File: src/sv/ntclut_pkg.sv
// ----------------------------------------------------------------------------
// ntclut_pkg
// Shared constants and types for the thermistor ADC lookup unit.
// ----------------------------------------------------------------------------
package ntclut_pkg;

   localparam int TABLE_DEPTH = 32;
   localparam int IDX_W       = (TABLE_DEPTH > 1) ? $clog2(TABLE_DEPTH) : 1;

   localparam int ADC_W       = 12;
   localparam int TEMP_W      = 8;
   localparam int COUNT_W     = 16;
   localparam int ENTRY_IDX_W = 5;
   localparam int USED_W      = 6;
   localparam int FAULT_W     = 2;
   localparam int CSR_INDEX_W = 3;
   localparam int CSR_DATA_W  = 16;

   // register map
   localparam logic [CSR_INDEX_W-1:0] CSR_OPEN_THRESHOLD  = 3'd0;
   localparam logic [CSR_INDEX_W-1:0] CSR_SHORT_THRESHOLD = 3'd1;
   localparam logic [CSR_INDEX_W-1:0] CSR_FAULT_LIMIT     = 3'd2;
   localparam logic [CSR_INDEX_W-1:0] CSR_INVALID_CODE    = 3'd3;
   localparam logic [CSR_INDEX_W-1:0] CSR_ENTRIES_USED    = 3'd4;

   // fault codes
   localparam logic [FAULT_W-1:0] FAULT_NONE  = 2'd0;
   localparam logic [FAULT_W-1:0] FAULT_OPEN  = 2'd1;
   localparam logic [FAULT_W-1:0] FAULT_SHORT = 2'd2;

   // table write broadcast to every cell
   typedef struct packed {
      logic              enable;
      logic [IDX_W-1:0]  index;
      logic [ADC_W-1:0]  adc;
      logic [TEMP_W-1:0] temp;
   } wr_type;

   // search token handed from cell to cell
   typedef struct packed {
      logic              valid;
      logic [ADC_W-1:0]  sample;
      logic              gt_first;   // sample above breakpoint 1
      logic              le_last;    // sample at or below last used breakpoint
      logic [TEMP_W-1:0] last_temp;
      logic              hit;
      logic [TEMP_W-1:0] hit_temp;
      logic              prev_ge;    // previous breakpoint >= sample
      logic [TEMP_W-1:0] prev_temp;
   } pkt_type;

endpackage

File: src/sv/ntc_adc_to_temperature_lookup_unit.sv
// ----------------------------------------------------------------------------
// ntc_adc_to_temperature_lookup_unit
// Thermistor ADC to temperature code with open and short detection.
// ----------------------------------------------------------------------------
// A table load gives no result. A fault sample (open or short) needs no walk:
// its result is registered from the transfer itself, and the unit stays ready
// for the next item unless that result has to wait in the holding register. A
// normal sample is carried down a chain of TABLE_DEPTH cells, one cell per
// cycle, each cell holding one breakpoint and temperature; the next item can
// transfer only once its result has left the chain. A finished result waits in
// the output register while the next item is taken; a second finished result
// waits in a holding register and holds off the input until the output
// register frees.
module ntc_adc_to_temperature_lookup_unit (
   input  logic                                clock,
   input  logic                                reset,
   input  logic                                req_valid,
   output logic                                req_ready,
   input  logic                                req_mode,
   input  logic [ntclut_pkg::ADC_W-1:0]        req_sample,
   input  logic [ntclut_pkg::ENTRY_IDX_W-1:0]  req_entry_index,
   input  logic [ntclut_pkg::ADC_W-1:0]        req_entry_adc,
   input  logic [ntclut_pkg::TEMP_W-1:0]       req_entry_temp,
   output logic                                rsp_valid,
   input  logic                                rsp_ready,
   output logic [ntclut_pkg::TEMP_W-1:0]       rsp_temperature,
   output logic [ntclut_pkg::FAULT_W-1:0]      rsp_fault,
   input  logic                                csr_write_enable,
   input  logic [ntclut_pkg::CSR_INDEX_W-1:0]  csr_index,
   input  logic [ntclut_pkg::CSR_DATA_W-1:0]   csr_wdata
);

   localparam logic [1:0] ST_IDLE = 2'd0;
   localparam logic [1:0] ST_WALK = 2'd1;
   localparam logic [1:0] ST_HOLD = 2'd2;

   // configuration
   logic [ntclut_pkg::ADC_W-1:0]   open_th_ff;
   logic [ntclut_pkg::ADC_W-1:0]   short_th_ff;
   logic [ntclut_pkg::COUNT_W-1:0] fault_limit_ff;
   logic [ntclut_pkg::TEMP_W-1:0]  invalid_code_ff;
   logic [ntclut_pkg::USED_W-1:0]  entries_used_ff;

   logic [1:0]                     state_ff, state_in;
   logic [ntclut_pkg::COUNT_W-1:0] fault_count_ff, fault_count_in;
   logic [ntclut_pkg::TEMP_W-1:0]  temp0_ff;

   logic                           rsp_valid_ff, rsp_valid_in;
   logic [ntclut_pkg::TEMP_W-1:0]  rsp_temp_ff, rsp_temp_in;
   logic [ntclut_pkg::FAULT_W-1:0] rsp_fault_ff, rsp_fault_in;
   logic [ntclut_pkg::TEMP_W-1:0]  pend_temp_ff, pend_temp_in;
   logic [ntclut_pkg::FAULT_W-1:0] pend_fault_ff, pend_fault_in;

   logic                           req_xfer;
   logic                           out_free;
   logic                           is_open;
   logic                           is_short;
   logic                           is_fault;
   logic [ntclut_pkg::IDX_W-1:0]   last_index;
   logic                           res_valid;
   logic [ntclut_pkg::TEMP_W-1:0]  res_temp;
   logic [ntclut_pkg::FAULT_W-1:0] res_fault;
   logic [ntclut_pkg::TEMP_W-1:0]  walk_temp;

   ntclut_pkg::wr_type             wr;
   ntclut_pkg::pkt_type            inject;
   ntclut_pkg::pkt_type            chain [ntclut_pkg::TABLE_DEPTH+1];

   assign req_ready = (state_ff == ST_IDLE);
   assign req_xfer  = req_valid && req_ready;
   assign out_free  = !rsp_valid_ff || rsp_ready;

   assign is_open  = (req_sample >= open_th_ff);
   assign is_short = (req_sample <= short_th_ff);
   assign is_fault = is_open || is_short;

   // clamp entries_used to 3 .. TABLE_DEPTH, kept as the last used index
   always_comb begin
      if (32'(entries_used_ff) < 32'd3) begin
         last_index = ntclut_pkg::IDX_W'(2);
      end else if (32'(entries_used_ff) > 32'(ntclut_pkg::TABLE_DEPTH)) begin
         last_index = ntclut_pkg::IDX_W'(ntclut_pkg::TABLE_DEPTH - 1);
      end else begin
         last_index = ntclut_pkg::IDX_W'(32'(entries_used_ff) - 32'd1);
      end
   end

   always_comb begin
      wr.enable = req_xfer && req_mode &&
                  (32'(req_entry_index) < 32'(ntclut_pkg::TABLE_DEPTH));
      wr.index  = ntclut_pkg::IDX_W'(req_entry_index);
      wr.adc    = req_entry_adc;
      wr.temp   = req_entry_temp;
   end

   always_comb begin
      inject        = '0;
      inject.valid  = req_xfer && !req_mode && !is_fault;
      inject.sample = req_sample;
   end

   assign chain[0] = inject;

   for (genvar j = 0; j < ntclut_pkg::TABLE_DEPTH; j++) begin : g_cell
      ntclut_cell u_cell (
         .clock      (clock),
         .reset      (reset),
         .my_index   (ntclut_pkg::IDX_W'(j)),
         .last_index (last_index),
         .wr         (wr),
         .pkt_i      (chain[j]),
         .pkt_o      (chain[j+1])
      );
   end

   // priority: above breakpoint 1, at/below last, first interval hit, else entry 0
   always_comb begin
      priority if (chain[ntclut_pkg::TABLE_DEPTH].gt_first) begin
         walk_temp = temp0_ff;
      end else if (chain[ntclut_pkg::TABLE_DEPTH].le_last) begin
         walk_temp = chain[ntclut_pkg::TABLE_DEPTH].last_temp;
      end else if (chain[ntclut_pkg::TABLE_DEPTH].hit) begin
         walk_temp = chain[ntclut_pkg::TABLE_DEPTH].hit_temp;
      end else begin
         walk_temp = temp0_ff;
      end
   end

   always_comb begin
      fault_count_in = fault_count_ff;
      res_valid      = 1'b0;
      res_temp       = walk_temp;
      res_fault      = ntclut_pkg::FAULT_NONE;
      if (req_xfer && !req_mode) begin
         if (is_fault) begin
            res_valid = 1'b1;
            res_fault = is_open ? ntclut_pkg::FAULT_OPEN : ntclut_pkg::FAULT_SHORT;
            if (fault_count_ff > fault_limit_ff) begin
               res_temp = invalid_code_ff;
            end else begin
               res_temp = temp0_ff;
               if (fault_count_ff != '1) begin
                  fault_count_in = fault_count_ff + ntclut_pkg::COUNT_W'(1);
               end
            end
         end else begin
            fault_count_in = '0;
         end
      end else if (chain[ntclut_pkg::TABLE_DEPTH].valid) begin
         res_valid = 1'b1;
      end
   end

   always_comb begin
      state_in      = state_ff;
      rsp_valid_in  = rsp_valid_ff && !rsp_ready;
      rsp_temp_in   = rsp_temp_ff;
      rsp_fault_in  = rsp_fault_ff;
      pend_temp_in  = pend_temp_ff;
      pend_fault_in = pend_fault_ff;

      if (res_valid) begin
         if (out_free) begin
            rsp_valid_in = 1'b1;
            rsp_temp_in  = res_temp;
            rsp_fault_in = res_fault;
         end else begin
            pend_temp_in  = res_temp;
            pend_fault_in = res_fault;
         end
      end else if ((state_ff == ST_HOLD) && out_free) begin
         rsp_valid_in = 1'b1;
         rsp_temp_in  = pend_temp_ff;
         rsp_fault_in = pend_fault_ff;
      end

      unique case (state_ff)
         ST_IDLE: begin
            if (req_xfer && !req_mode) begin
               if (!is_fault) begin
                  state_in = ST_WALK;
               end else if (!out_free) begin
                  state_in = ST_HOLD;
               end
            end
         end
         ST_WALK: begin
            if (chain[ntclut_pkg::TABLE_DEPTH].valid) begin
               state_in = out_free ? ST_IDLE : ST_HOLD;
            end
         end
         ST_HOLD: begin
            if (out_free) begin
               state_in = ST_IDLE;
            end
         end
         default: begin
            state_in = ST_IDLE;
         end
      endcase
   end

   always_ff @(posedge clock) begin
      if (reset) begin
         open_th_ff      <= 12'd4000;
         short_th_ff     <= 12'd100;
         fault_limit_ff  <= 16'd100;
         invalid_code_ff <= 8'd255;
         entries_used_ff <= 6'd32;
      end else if (csr_write_enable) begin
         unique case (csr_index)
            ntclut_pkg::CSR_OPEN_THRESHOLD:  open_th_ff      <= csr_wdata[11:0];
            ntclut_pkg::CSR_SHORT_THRESHOLD: short_th_ff     <= csr_wdata[11:0];
            ntclut_pkg::CSR_FAULT_LIMIT:     fault_limit_ff  <= csr_wdata;
            ntclut_pkg::CSR_INVALID_CODE:    invalid_code_ff <= csr_wdata[7:0];
            ntclut_pkg::CSR_ENTRIES_USED:    entries_used_ff <= csr_wdata[5:0];
            default: begin
            end
         endcase
      end
   end

   always_ff @(posedge clock) begin
      if (reset) begin
         state_ff       <= ST_IDLE;
         fault_count_ff <= '0;
         rsp_valid_ff   <= 1'b0;
      end else begin
         state_ff       <= state_in;
         fault_count_ff <= fault_count_in;
         rsp_valid_ff   <= rsp_valid_in;
      end
   end

   always_ff @(posedge clock) begin
      rsp_temp_ff   <= rsp_temp_in;
      rsp_fault_ff  <= rsp_fault_in;
      pend_temp_ff  <= pend_temp_in;
      pend_fault_ff <= pend_fault_in;
      // entry 0 mirrored here for fault results and fallbacks
      if (wr.enable && (wr.index == '0)) begin
         temp0_ff <= req_entry_temp;
      end
   end

   assign rsp_valid       = rsp_valid_ff;
   assign rsp_temperature = rsp_temp_ff;
   assign rsp_fault       = rsp_fault_ff;

   // no token at the chain tail while new items are taken
   a_idle_chain_empty: assert property (@(posedge clock) disable iff (reset)
      (state_ff == ST_IDLE) |-> !chain[ntclut_pkg::TABLE_DEPTH].valid)
      else $error("chain token present while idle");

   // chain tail only arrives during a walk
   a_tail_in_walk: assert property (@(posedge clock) disable iff (reset)
      chain[ntclut_pkg::TABLE_DEPTH].valid |-> (state_ff == ST_WALK))
      else $error("chain tail outside walk");

   // holding a result implies the output register is occupied
   a_hold_busy: assert property (@(posedge clock) disable iff (reset)
      (state_ff == ST_HOLD) |-> rsp_valid_ff)
      else $error("hold state with empty output register");

   // a normal sample clears the fault counter
   a_count_clear: assert property (@(posedge clock) disable iff (reset)
      (req_xfer && !req_mode && !is_fault) |=> (fault_count_ff == '0))
      else $error("fault counter not cleared");

   // a walk result is never a fault
   a_walk_no_fault: assert property (@(posedge clock) disable iff (reset)
      ((state_ff == ST_WALK) && chain[ntclut_pkg::TABLE_DEPTH].valid && out_free)
      |=> (rsp_valid_ff && (rsp_fault_ff == ntclut_pkg::FAULT_NONE)))
      else $error("walk result flagged as fault");

endmodule

File: src/sv/ntclut_cell.sv
// ----------------------------------------------------------------------------
// ntclut_cell
// One table entry plus one stage of the search chain.
// ----------------------------------------------------------------------------
module ntclut_cell (
   input  logic                          clock,
   input  logic                          reset,
   input  logic [ntclut_pkg::IDX_W-1:0]  my_index,
   input  logic [ntclut_pkg::IDX_W-1:0]  last_index,
   input  ntclut_pkg::wr_type            wr,
   input  ntclut_pkg::pkt_type           pkt_i,
   output ntclut_pkg::pkt_type           pkt_o
);

   logic [ntclut_pkg::ADC_W-1:0]  adc_ff;
   logic [ntclut_pkg::TEMP_W-1:0] temp_ff;
   ntclut_pkg::pkt_type           pkt_ff;
   ntclut_pkg::pkt_type           pkt_in;

   logic is_first;
   logic is_last;
   logic in_range;

   assign is_first = (my_index == ntclut_pkg::IDX_W'(1));
   assign is_last  = (my_index == last_index);
   // interval checks apply to cells 2 .. last
   assign in_range = (32'(my_index) >= 32'd2) && (my_index <= last_index);

   always_comb begin
      pkt_in = pkt_i;
      if (is_first) begin
         pkt_in.gt_first = (pkt_i.sample > adc_ff);
      end
      if (is_last) begin
         pkt_in.le_last   = (pkt_i.sample <= adc_ff);
         pkt_in.last_temp = temp_ff;
      end
      if (in_range && !pkt_i.hit && pkt_i.prev_ge && (adc_ff < pkt_i.sample)) begin
         pkt_in.hit      = 1'b1;
         pkt_in.hit_temp = pkt_i.prev_temp;
      end
      pkt_in.prev_ge   = (adc_ff >= pkt_i.sample);
      pkt_in.prev_temp = temp_ff;
   end

   always_ff @(posedge clock) begin
      if (wr.enable && (wr.index == my_index)) begin
         adc_ff  <= wr.adc;
         temp_ff <= wr.temp;
      end
   end

   always_ff @(posedge clock) begin
      if (reset) begin
         pkt_ff <= '0;
      end else begin
         pkt_ff <= pkt_in;
      end
   end

   assign pkt_o = pkt_ff;

endmodule

File: config.mk
export PLATFORM = sky130hd
export DESIGN_NAME = ntc_adc_to_temperature_lookup_unit
export DESIGN_NICKNAME = d
export VERILOG_FILES = /design/src/sv/ntclut_pkg.sv /design/src/sv/ntc_adc_to_temperature_lookup_unit.sv /design/src/sv/ntclut_cell.sv
export SDC_FILE = /design/constraint.sdc
export NUM_CORES = 2
export LEC_CHECK = 0
export BUFFER_PORTS_ARGS = -buffer_cell sky130_fd_sc_hd__buf_4
export CAP_MARGIN = 20
export CORE_MARGIN = 1.5
export CORE_UTILIZATION = 30
export CTS_CLUSTER_DIAMETER = 100
export DETAILED_ROUTE_END_ITERATION = 7
export PLACE_DENSITY_LB_ADDON = 0.2
export SLEW_MARGIN = 20
export SYNTH_ARGS = -nofsm -noshare
export SYNTH_HDL_FRONTEND = slang
export SYNTH_HIERARCHICAL = 1
export SYNTH_SLANG_ARGS = --single-unit
File: constraint.sdc
create_clock -name clock -period 6.9 [get_ports clock]
set_clock_uncertainty 0.05 [all_clocks]
set_input_delay 0.345 -clock clock [delete_from_list [all_inputs] [get_ports clock]]
set_output_delay 0.345 -clock clock [all_outputs]
set_load 0.005 [all_outputs]
==> impl_metrics.tcl <==
set metrics [dict create \
    die_w_um 529 \
    dp_hpwl_mm 126 \
    rsz0062_at_grt "false" \
    finalCriticalPeriod_ns 4.60 \
    antenna_found_initial 12 \
    power_switching_mw 5.79 \
    grt_pass1_wl_mm 296 \
    pin_count 74 \
    path_delay_family "simple AND/OR/NAND/NOR gates" \
    postCtsSetupBuffers 0 \
    cts_tree "built" \
    hold_ws_ns 0.0559 \
    path_common_cell "inv_1" \
    clock_tree.buffer_depth 3 \
    hold_buffers 53 \
    power_frac_clock 0.461 \
    critical_path_class "flip-flop to flip-flop" \
    start_util 0.303 \
    worstPathArrival_ns 5.30 \
    layout-drive-gt1-share 0.0879 \
    ys.warnings.count 6 \
    fin_nets 8558 \
    hp-class "input pin to flip-flop" \
    internal_power_mw 20.0 \
    grt_pass1_vias 52393 \
    grt_overflow 0 \
    startpoint_type "flip-flop" \
    totalWireLength_mm 187 \
    die_y_um 529 \
    drt-initial-drc-count 2518 \
    grt_usage 0.134 \
    critical_path_peak_fanout 16 \
    cp-end-kind "flip-flop" \
    combPwrFrac 0.050 \
    core_um2 274000 \
    place_inst 11321 \
    ir_worst_vdd_uv 242 \
    wire_per_inst_um 15.9 \
    power.density_nw_per_um2 265 \
    netlist_area_um2 83000 \
    root_buffer "clkbuf_16" \
    place.gp.congestion 0.777 \
    cp_cell_sequence "inv_1, ha_1, inv_1, o21ai_0, buf_4, a21oi_4, buf_4, inv_1, ha_1, and3_1, and3_1, a31oi_1, and4b_1, mux2i_1" \
    grt_max_degree 251 \
    cts_buffers 217 \
    cap_violations 0 \
    dr.pass1.iters 5 \
    vias 50346 \
    critPathMaxStageDelay_ns 0.78 \
    hold_violations 0 \
    status "finished clean" \
    worstMarginPinSlew_ns 1.23 \
    stdcell_count 11793 \
    fin_setup_tns_ns 0 \
    slew_violations 0 \
    area_growth_syn_to_layout_pct 17.3 \
    htreeDepth 4 \
    syn_area_per_cell_um2 11.4 \
    crit_path_top_delay_cell "a21oi_4" \
    clkSinkCount 2032 \
    cts.clk_slew.worst_paths_ns 0.06 \
    rows 192 \
    postRouteAntennaNets 0 \
    cp.required_ns 7.60 \
    fmax_ghz 0.217 \
    seqPwrFrac 0.488 \
    viasPerCell 4.27 \
    port_buffers 73 \
    switching_share 0.224 \
    final-setup-viol-count 0 \
    fillers 27279 \
    path_buf_inv 5 \
    power.total_mw 25.8 \
    drc 0 \
    clk_latency_ns 0.87 \
    fin_crit_sh 0.667 \
    dieArea_um2 280000 \
    cts_resized 0 \
    p_leak_nw 37.2 \
    synthCells 7252 \
    slew_headroom 0.182 \
]
[sequential cells by signal (all words and copies together), names as in the netlist, 8 cells and up]
register and flops:
g_cell.u_cell/pkt_o 1291, g_cell.u_cell/adc_ff 384, g_cell.u_cell/temp_ff 256, fault_count_ff 16, fault_limit_ff 16, open_th_ff 12, short_th_ff 12, invalid_code_ff 8
pend_temp_ff 8, rsp_temperature 8, temp0_ff 8
[final timing paths]
| path | depth (start not counted) | slack, ns | startpoint | to |
|---|---|---|---|---|
| hold / removal | 1 | 0.06 | req_entry_temp[6] | g_cell[18].u_cell/temp_ff[6] |
| hold reg to reg | 2 | 0.35 | g_cell[9].u_cell/pkt_o[27] | g_cell[10].u_cell/pkt_o[27] |
| setup / recovery | 14 | 2.30 | entries_used_ff[0] | g_cell[4].u_cell/pkt_o[14] |
| setup reg to reg | 14 | 2.30 | entries_used_ff[0] | g_cell[4].u_cell/pkt_o[14] |
[through the flow]
step	util	area [um2]	worst slack (ns)
2_1_floorplan	-	85000	3.20
3_3_place_gp	0.325	89300	2.32
3_5_place_dp	0.325	89300	2.26
4_1_cts	0.355	97300	2.19
5_1_grt	0.355	97400	1.97
6_report	0.355	97400	2.30
[cell type report]
type                    count  area [um2]  area share
flip-flops and latches   2032       47400       0.486
multi-input cells        4879       34200       0.351
clock buffers             322        6450      0.0663
well taps                3686        4610      0.0474
inverters                 625        2350      0.0241
repair buffers            153        1370      0.0141
clock inverters            93        1070      0.0110
diodes                      3        7.51   0.0000771
[routing by layer]
layer	track usage	vias up	part of all wire
li1	-	25528	-
met1	0.174	23983	0.47
met2	0.232	551	0.48
met3	0.0208	278	0.029
met4	0.0339	6	0.021
met5	0	-	0.00021
[power groups by stage]
stage / logic, mW / registers [mW] / clock network (mW)
2_1_floorplan: 0.860 / 12.8 / 0
3_3_place_gp: 1.26 / 12.9 / 0
3_5_place_dp: 1.29 / 12.9 / 0
4_1_cts: 1.32 / 12.6 / 12.3
5_1_grt: 1.47 / 12.6 / 12.8
6_report: 1.30 / 12.6 / 11.9
[worst reg2reg max path: stages, from the launching register on]
cell and delay (ns):
dfxtp_1 0.45, inv_1 0.10, ha_1 0.21, inv_1 0.06, o21ai_0 0.08, buf_4 0.19, a21oi_4 0.78, buf_4 0.49
inv_1 0.10, ha_1 0.27, and3_1 0.16, and3_1 0.57, a31oi_1 0.10, and4b_1 0.63, mux2i_1 0.25
[layout by cell type (no fill, tap or decap), types with 50 or more instances in the layout]
cell type / n
and3_1: 86
conb_1: 541
buf_4: 92
a21oi_1: 202
dlygate4sd3_1: 53
edfxtp_1: 668
nand3_1: 116
o21ai_2: 64
ha_1: 588
mux2i_1: 520
xor2_1: 129
nor2b_1: 363
o21ai_0: 74
nand4_1: 104
dfxtp_1: 1364
clkbuf_16: 223
nand2b_1: 512
nand2_1: 234
nor2_1: 734
a31oi_1: 64
clkbuf_8: 50
inv_1: 625
No activity file was read; power rests on OpenSTA's default activity.
